--- config.mk ---
export PLATFORM = sky130hd
export DESIGN_NAME = temperature_average_hysteresis_flags
export DESIGN_NICKNAME = d
export VERILOG_FILES = /design/src/hw/rtl/tahf_pkg.sv /design/src/hw/rtl/tahf_cell.sv /design/src/hw/rtl/tahf_mean.sv /design/src/hw/rtl/tahf_hyst.sv /design/src/hw/rtl/temperature_average_hysteresis_flags.sv
export SDC_FILE = /design/constraint.sdc
export NUM_CORES = 1
export LEC_CHECK = 0
export BUFFER_PORTS_ARGS = -buffer_cell sky130_fd_sc_hd__buf_2
export CAP_MARGIN = 40
export CORE_ASPECT_RATIO = 0.6
export CORE_UTILIZATION = 49
export DETAILED_ROUTE_END_ITERATION = 10
export PLACE_DENSITY_LB_ADDON = 0.2
export SYNTH_ARGS = -nofsm -noshare
export SYNTH_HDL_FRONTEND = slang
export SYNTH_HIERARCHICAL = 1
export SYNTH_SLANG_ARGS = --single-unit
--- constraint.sdc ---
create_clock -name clk -period 9.4 [get_ports clk]
set_clock_uncertainty 0.2 [all_clocks]
set_input_delay 0.47 -clock clk [delete_from_list [all_inputs] [get_ports clk]]
set_output_delay 0.47 -clock clk [all_outputs]
set_load 0.1 [all_outputs]
--- src/hw/rtl/tahf_pkg.sv ---
// Shared constants, widths and helpers for the temperature average block.
package tahf_pkg;

    localparam int WINDOW_LENGTH = 10;

    localparam int SAMPLE_W = 17;
    localparam int SUM_W    = 24;
    localparam int Q_W      = 18;
    localparam int CFG_W    = 17;
    localparam int IDX_W    = 3;
    localparam int PROD_W   = 2 * SUM_W;

    localparam logic signed [SAMPLE_W-1:0] RESET_READING = 17'sd2650;
    localparam logic signed [SUM_W-1:0]    SUM_RESET     = SUM_W'(2650 * WINDOW_LENGTH);
    localparam logic [SUM_W-1:0]           SUM_BIAS      = SUM_W'(WINDOW_LENGTH * 65536);
    localparam logic [SUM_W-1:0]           WINDOW_L      = SUM_W'(WINDOW_LENGTH);
    localparam logic [SUM_W-1:0]           RECIP         = SUM_W'((1 << SUM_W) / WINDOW_LENGTH);

    localparam logic signed [SAMPLE_W-1:0] S17_MAX = 17'sd65535;
    localparam logic signed [SAMPLE_W-1:0] S17_MIN = -17'sd65536;

    localparam logic [IDX_W-1:0] REG_SAMPLE_OFFSET = 3'd0;
    localparam logic [IDX_W-1:0] REG_AVG_CORRECT   = 3'd1;
    localparam logic [IDX_W-1:0] REG_FEVER_SET     = 3'd2;
    localparam logic [IDX_W-1:0] REG_FEVER_CLEAR   = 3'd3;
    localparam logic [IDX_W-1:0] REG_WEAR_SET      = 3'd4;
    localparam logic [IDX_W-1:0] REG_WEAR_CLEAR    = 3'd5;

    function automatic logic signed [SAMPLE_W-1:0] sat17(input logic signed [SAMPLE_W:0] v);
        logic signed [SAMPLE_W-1:0] res;
        if (v[SAMPLE_W] != v[SAMPLE_W-1])
        begin
            res = v[SAMPLE_W] ? S17_MIN : S17_MAX;
        end
        else
        begin
            res = v[SAMPLE_W-1:0];
        end
        return res;
    endfunction

endpackage

--- src/hw/rtl/tahf_cell.sv ---
// One slot of the reading chain: holds a reading and passes it on each shift.
module tahf_cell
    import tahf_pkg::*;
(
    input  logic                       clk,
    input  logic                       rst_n,
    input  logic                       shift,
    input  logic signed [SAMPLE_W-1:0] d,
    output logic signed [SAMPLE_W-1:0] q
);

    logic signed [SAMPLE_W-1:0] data_reg;

    always_ff @(posedge clk or negedge rst_n)
    begin
        if (!rst_n)
        begin
            data_reg <= RESET_READING;
        end
        else if (shift)
        begin
            data_reg <= d;
        end
    end

    assign q = data_reg;

endmodule

--- src/hw/rtl/tahf_mean.sv ---
// Pipelined floor division of the biased ring sum by the window length, plus correction.
module tahf_mean
    import tahf_pkg::*;
(
    input  logic                       clk,
    input  logic                       rst_n,
    input  logic                       sum_valid,
    output logic                       sum_ready,
    input  logic [SUM_W-1:0]           biased_sum,
    input  logic signed [9:0]          correction,
    output logic                       avg_valid,
    input  logic                       avg_ready,
    output logic signed [SAMPLE_W-1:0] avg
);

    logic                       v2_reg, v3_reg, v4_reg;
    logic                       ready2, ready3, ready4;
    logic [SUM_W-1:0]           u2_reg, u3_reg;
    logic [Q_W-1:0]             q2_reg, q3_reg;
    logic [SUM_W-1:0]           qw3_reg;
    logic signed [SAMPLE_W-1:0] avg4_reg;
    logic [PROD_W-1:0]          prod;
    logic [SUM_W-1:0]           rem;
    logic [Q_W-1:0]             q_fix;
    logic signed [SAMPLE_W-1:0] mean;
    logic signed [SAMPLE_W:0]   avg_wide;

    assign ready4    = !v4_reg || avg_ready;
    assign ready3    = !v3_reg || ready4;
    assign ready2    = !v2_reg || ready3;
    assign sum_ready = ready2;

    assign prod     = PROD_W'(biased_sum) * PROD_W'(RECIP);
    assign rem      = u3_reg - qw3_reg;
    assign q_fix    = q3_reg + Q_W'(rem >= WINDOW_L);
    assign mean     = signed'({~q_fix[SAMPLE_W-1], q_fix[SAMPLE_W-2:0]});
    assign avg_wide = (SAMPLE_W+1)'(mean) + (SAMPLE_W+1)'(correction);

    always_ff @(posedge clk or negedge rst_n)
    begin
        if (!rst_n)
        begin
            v2_reg <= 1'b0;
            v3_reg <= 1'b0;
            v4_reg <= 1'b0;
        end
        else
        begin
            if (ready2)
            begin
                v2_reg <= sum_valid;
            end
            if (ready3)
            begin
                v3_reg <= v2_reg;
            end
            if (ready4)
            begin
                v4_reg <= v3_reg;
            end
        end
    end

    always_ff @(posedge clk)
    begin
        if (ready2 && sum_valid)
        begin
            u2_reg <= biased_sum;
            q2_reg <= prod[SUM_W +: Q_W];
        end
        if (ready3 && v2_reg)
        begin
            u3_reg  <= u2_reg;
            q3_reg  <= q2_reg;
            qw3_reg <= SUM_W'(SUM_W'(q2_reg) * WINDOW_L);
        end
        if (ready4 && v3_reg)
        begin
            avg4_reg <= sat17(avg_wide);
        end
    end

    assign avg_valid = v4_reg;
    assign avg       = avg4_reg;

endmodule

--- src/hw/rtl/tahf_hyst.sv ---
// Hysteresis flag with rising-edge alert.
module tahf_hyst
    import tahf_pkg::*;
(
    input  logic                       clk,
    input  logic                       rst_n,
    input  logic                       update,
    input  logic signed [SAMPLE_W-1:0] avg,
    input  logic signed [CFG_W-1:0]    set_level,
    input  logic signed [CFG_W-1:0]    clear_level,
    output logic                       flag_next,
    output logic                       alert
);

    logic state_reg;

    always_comb
    begin
        if (avg > set_level)
        begin
            flag_next = 1'b1;
        end
        else if (avg < clear_level)
        begin
            flag_next = 1'b0;
        end
        else
        begin
            flag_next = state_reg;
        end
    end

    assign alert = flag_next && !state_reg;

    always_ff @(posedge clk or negedge rst_n)
    begin
        if (!rst_n)
        begin
            state_reg <= 1'b0;
        end
        else if (update)
        begin
            state_reg <= flag_next;
        end
    end

endmodule

--- src/hw/rtl/temperature_average_hysteresis_flags.sv ---
// Top level: temperature moving average with fever and wear hysteresis flags.
//
// Input channel: raw_sample with in_valid / in_stall; a beat moves when valid is
// high and stall low. Output channel: average_temp and the four flag bits with
// out_valid / out_stall. Exactly one result beat follows each input beat, in order.
// Each input beat shifts the offset, saturated reading into a chain of ten
// reading cells while the running sum adds the new reading and drops the one
// leaving the chain end. A three-stage reciprocal divider forms the floored mean
// and adds the correction; the output register applies both hysteresis flags.
// The result passes the sum, three divider and output registers before out_valid.
// Throughput: one beat per cycle while out_stall is low; the sum update sets that rate.
// While out_stall is high the held result stays put and earlier stages keep
// filling; in_stall rises once every stage holds a beat.
// Reset clears the pipeline, loads every reading cell with 26.50 degrees, the sum
// with the matching total, both hysteresis states with zero and the registers with defaults.
// Users must write registers via cfg_we/cfg_index/cfg_data only when idle; not enforced.
module temperature_average_hysteresis_flags
    import tahf_pkg::*;
(
    input  logic                       clk,
    input  logic                       rst_n,
    input  logic                       in_valid,
    output logic                       in_stall,
    input  logic signed [SAMPLE_W-1:0] raw_sample,
    output logic                       out_valid,
    input  logic                       out_stall,
    output logic signed [SAMPLE_W-1:0] average_temp,
    output logic                       fever_flag,
    output logic                       fever_alert,
    output logic                       wear_flag_out,
    output logic                       wear_alert,
    input  logic                       cfg_we,
    input  logic [IDX_W-1:0]           cfg_index,
    input  logic [CFG_W-1:0]           cfg_data
);

    logic signed [11:0]         sample_offset_reg;
    logic signed [9:0]          avg_correct_reg;
    logic signed [CFG_W-1:0]    fever_set_reg, fever_clear_reg;
    logic signed [CFG_W-1:0]    wear_set_reg, wear_clear_reg;

    logic                       in_acc;
    logic signed [SAMPLE_W:0]   sample_wide;
    logic signed [SAMPLE_W-1:0] sample;
    logic signed [SAMPLE_W-1:0] tap [WINDOW_LENGTH+1];
    logic signed [SUM_W-1:0]    sum_reg, sum_next;
    logic [SUM_W-1:0]           u1_reg;
    logic                       s1_valid_reg, s1_ready;
    logic                       mean_ready, mean_valid;
    logic signed [SAMPLE_W-1:0] mean_avg;
    logic                       out_ready, out_load;
    logic                       fever_next, fever_rise, wear_next, wear_rise;

    logic                       out_valid_reg;
    logic signed [SAMPLE_W-1:0] avg_reg;
    logic                       fever_flag_reg, fever_alert_reg, wear_flag_reg, wear_alert_reg;

    always_ff @(posedge clk or negedge rst_n)
    begin
        if (!rst_n)
        begin
            sample_offset_reg <= 12'sd500;
            avg_correct_reg   <= 10'sd10;
            fever_set_reg     <= 17'sd3850;
            fever_clear_reg   <= 17'sd3700;
            wear_set_reg      <= 17'sd3300;
            wear_clear_reg    <= 17'sd3000;
        end
        else if (cfg_we)
        begin
            unique case (cfg_index)
                REG_SAMPLE_OFFSET: sample_offset_reg <= signed'(cfg_data[11:0]);
                REG_AVG_CORRECT:   avg_correct_reg   <= signed'(cfg_data[9:0]);
                REG_FEVER_SET:     fever_set_reg     <= signed'(cfg_data);
                REG_FEVER_CLEAR:   fever_clear_reg   <= signed'(cfg_data);
                REG_WEAR_SET:      wear_set_reg      <= signed'(cfg_data);
                REG_WEAR_CLEAR:    wear_clear_reg    <= signed'(cfg_data);
                default:           ;
            endcase
        end
    end

    assign s1_ready = !s1_valid_reg || mean_ready;
    assign in_stall = !s1_ready;
    assign in_acc   = in_valid && s1_ready;

    assign sample_wide = (SAMPLE_W+1)'(raw_sample) + (SAMPLE_W+1)'(sample_offset_reg);
    assign sample      = sat17(sample_wide);
    assign tap[0]      = sample;

    for (genvar i = 0; i < WINDOW_LENGTH; i++)
    begin : g_cell
        tahf_cell u_cell (
            .clk   (clk),
            .rst_n (rst_n),
            .shift (in_acc),
            .d     (tap[i]),
            .q     (tap[i+1])
        );
    end

    assign sum_next = sum_reg + SUM_W'(sample) - SUM_W'(tap[WINDOW_LENGTH]);

    always_ff @(posedge clk or negedge rst_n)
    begin
        if (!rst_n)
        begin
            sum_reg      <= SUM_RESET;
            s1_valid_reg <= 1'b0;
        end
        else
        begin
            if (in_acc)
            begin
                sum_reg <= sum_next;
            end
            if (s1_ready)
            begin
                s1_valid_reg <= in_valid;
            end
        end
    end

    always_ff @(posedge clk)
    begin
        if (in_acc)
        begin
            u1_reg <= unsigned'(sum_next) + SUM_BIAS;
        end
    end

    tahf_mean u_mean (
        .clk        (clk),
        .rst_n      (rst_n),
        .sum_valid  (s1_valid_reg),
        .sum_ready  (mean_ready),
        .biased_sum (u1_reg),
        .correction (avg_correct_reg),
        .avg_valid  (mean_valid),
        .avg_ready  (out_ready),
        .avg        (mean_avg)
    );

    assign out_ready = !out_valid_reg || !out_stall;
    assign out_load  = mean_valid && out_ready;

    tahf_hyst u_fever (
        .clk         (clk),
        .rst_n       (rst_n),
        .update      (out_load),
        .avg         (mean_avg),
        .set_level   (fever_set_reg),
        .clear_level (fever_clear_reg),
        .flag_next   (fever_next),
        .alert       (fever_rise)
    );

    tahf_hyst u_wear (
        .clk         (clk),
        .rst_n       (rst_n),
        .update      (out_load),
        .avg         (mean_avg),
        .set_level   (wear_set_reg),
        .clear_level (wear_clear_reg),
        .flag_next   (wear_next),
        .alert       (wear_rise)
    );

    always_ff @(posedge clk or negedge rst_n)
    begin
        if (!rst_n)
        begin
            out_valid_reg <= 1'b0;
        end
        else if (out_ready)
        begin
            out_valid_reg <= mean_valid;
        end
    end

    always_ff @(posedge clk)
    begin
        if (out_load)
        begin
            avg_reg         <= mean_avg;
            fever_flag_reg  <= fever_next;
            fever_alert_reg <= fever_rise;
            wear_flag_reg   <= wear_next;
            wear_alert_reg  <= wear_rise;
        end
    end

    assign out_valid     = out_valid_reg;
    assign average_temp  = avg_reg;
    assign fever_flag    = fever_flag_reg;
    assign fever_alert   = fever_alert_reg;
    assign wear_flag_out = wear_flag_reg;
    assign wear_alert    = wear_alert_reg;

    a_sum_moves_on_beat: assert property (@(posedge clk) disable iff (!rst_n)
        !$stable(sum_reg) |-> $past(in_acc))
        else $error("running sum changed without an input beat");

    a_alert_with_flag: assert property (@(posedge clk) disable iff (!rst_n)
        out_valid |-> ((!fever_alert || fever_flag) && (!wear_alert || wear_flag_out)))
        else $error("alert raised without its flag");

    a_empty_front_takes: assert property (@(posedge clk) disable iff (!rst_n)
        (!s1_valid_reg && !$past(in_acc)) |-> !in_stall)
        else $error("input stalled with an empty first stage");

endmodule
==> key figures <==
Clocking
  • CTS tree: done
  • Total CTS buffers: 43
  • Number of H-tree levels: 2
  • CTS max path bufs: 3
  • Clock root buffer: clkbuf_16
  • Setup bufs post-CTS: 0
  • Worst skew pair latency: 0.58 ns
  • Sink Count: 453
  • Clock-pin slew on the worst setup and hold paths: 0.07 ns

Setup path
  • Crit path DAT: 7.91 ns
  • CP Capture Type: register
  • CP dominant cell by count: ha_1
  • WP buf/inv: 1
  • Crit path required time: 9.49 ns
  • Slowest cell on crit path: ha_1
  • Crit path depth: 26
  • Reg2reg path depth: 26
  • Max Fanout on Critical Path: 20
  • Type of the worst setup path: reg2reg
  • Startpoint types: register
  • Critical path's top delay family: compound AO/OA/AOI/OAI gates
  • Max incr delay on CP: 0.71 ns

Drt
  • Initial drt markers: 1282
  • 1st-pass router iterations: 5
  • Routed vias/inst: 5.44
  • ANT nets after route: 0
  • # DRC: 0
  • DR WL/cell: 20.3 microns
  • Total Wirelength: 74.5 mm
  • Via Count: 19940

STA
  • Max Fclk: 128 MHz
  • Final setup vio count: 0
  • Final hold violation count: 0
  • Worst rel slew slack: 39.5%
  • WHS: 0.0435 ns
  • Slew Limit Fails: 0
  • RSZ-0062 raised after global routing: false
  • Tightest Pin Transition: 0.907 ns
  • Final period utilization: 83.2%
  • Crit path time final: 7.82 ns
  • Setup TNS: 0 ns

Synth
  • Flops & latches, synth: 453
  • Mapped Cells: 2687
  • Synth top area share: 15.0%
  • Most frequent cell after synthesis: inv_1
  • Cell taking the most area after synthesis: edfxtp_1
  • Distinct cell type count after synthesis: 92
  • Sequential share of the synthesized area: 37.9%
  • Synth Flop Type: dfrtp_1
  • Post-synth top cells: 469 x inv_1, 379 x ha_1, 204 x fa_1
  • Syn Area/Cell: 12.0 sq um
  • Top post-synthesis cells by area: edfxtp_1 15%, dfrtp_1 15%, ha_1 15%
  • Yosys synthesis warning count: 6
  • Mapped Nets: 3312
  • Mapped Area: 32300 sq um
  • Async SR Flop Fraction: 64.2%
  • EDFF count, synth: 162

Cells and area
  • Final #Nets: 3402
  • Area grow syn2layout: 8.22%
  • Multi-input logic area: 17900 sq um
  • Fraction of layout cells with a size suffix above 1: 20.2%
  • Fillers: 5515
  • Reg area: 12300 sq um
  • Fin util: 54.0%
  • Finished Layout Cells: 3664
  • Largest register FFs: 170

Placed design
  • GPL Wtd Cong: 0.911
  • Detailed placer's ending HPWL: 59.2 mm
  • Cells after DPL: 3575
  • Buffers on Ports: 64

GRT
  • Grt total ovfl: 0
  • Initial antenna violation count: 3
  • All-layer global routing usage: 22.8%
  • First-pass GRT wire length: 118 mm
  • Vias in the first global route: 20186
  • Largest net degree at the start of global routing: 109

Floorplan
  • Die Ht: 201 microns
  • Placeable Area: 64900 sq um
  • Die Span X: 334 microns
  • Io pins: 65
  • Starting Density: 49.9%
  • Die area: 67100 sq um
  • Row count: 72

Worst hold path
  • Hold Path Class: in2reg
  • Hold path depth: 2

Run
  • Maxcap violations: 0

Outcome
  • Outcome: complete, no violations
## final cells by class
class,count,share of cell area [%]
clock inverters,19,0.497
diodes,1,0.00715
flip-flops and latches,453,35.1
repair buffers,89,1.77
clock buffers,61,3.45
well taps,851,3.04
inverters,469,5.05
multi-input cells,1721,51.1
## placed cells by master (no fill, tap or decap), types with 14 or more instances in the layout
cell,Yosys,layout
edfxtp_1,162,162
dfstp_2,101,101
inv_1,469,468
nand4_1,22,22
clkbuf_1,19,14
mux2_2,178,178
fa_1,204,204
o21ai_0,88,88
buf_2,1,64
nor2b_1,15,15
nand3_1,37,37
a21o_1,49,49
ha_1,379,379
nand2b_1,24,24
nor3_1,28,27
mux2_4,100,100
nand2_1,73,73
xor2_1,39,39
a21oi_1,100,100
xnor2_1,68,68
o21a_1,20,20
dfrtp_1,190,190
nor2_1,68,68
and3_1,14,14
clkbuf_16,0,45
o31ai_1,15,15
## worst paths after layout
check                                          start                      to  slack [ns]
worst max-delay path            sample_offset_reg[0]              u1_reg[23]        1.58
worst min-delay path                    cfg_data[10]     fever_clear_reg[10]        0.04
worst max register to register  sample_offset_reg[0]              u1_reg[23]        1.58
worst min register to register     u_mean/u2_reg[13]       u_mean/u3_reg[13]        0.21
max in group asynchronous                      rst_n             sum_reg[16]        7.45
min in group asynchronous                      rst_n  g_cell[4].u_cell/q[10]        0.28
## cell families (layout without fill, tap and decap cells)
logic type / after synthesis / after routing / share of synthesized area, %
multiplexers: 282 / 282 / 11.0
other: 0 / 1 / 0
flip-flops: 453 / 453 / 37.9
AO/OA/AOI/OAI: 409 / 409 / 8.60
AND/OR/NAND/NOR: 339 / 339 / 5.50
adder cells (fa/ha/maj): 584 / 584 / 27.3
buffers and inverters: 513 / 638 / 6.78
XOR/XNOR: 107 / 107 / 2.90
## layer usage
layer  GRT usage [%]  share of wire, %  vias to the layer above
met5               0                 0                        -
met4            3.26               1.2                        0
met3            5.28               7.0                       69
met2            29.3                38                      455
met1            38.3                54                     9945
li1                -                 -                     9471
## per-stage QoR
step | instance area, sq um | setup slack [ns]
floorplan | 32300 | 2.76
global placement | 33400 | 1.66
detailed placement | 33500 | 1.58
CTS | 35000 | 1.67
global route | 35000 | 1.05
finish | 35000 | 1.58
## timing repair
item	CTS	global route
hold buffers	8	0
gates resized for setup	0	0
endpoints found under the hold margin	85	0
Power is not shown: default switching activity piles up to over one toggle a cycle in this logic, so the estimate is an artifact.
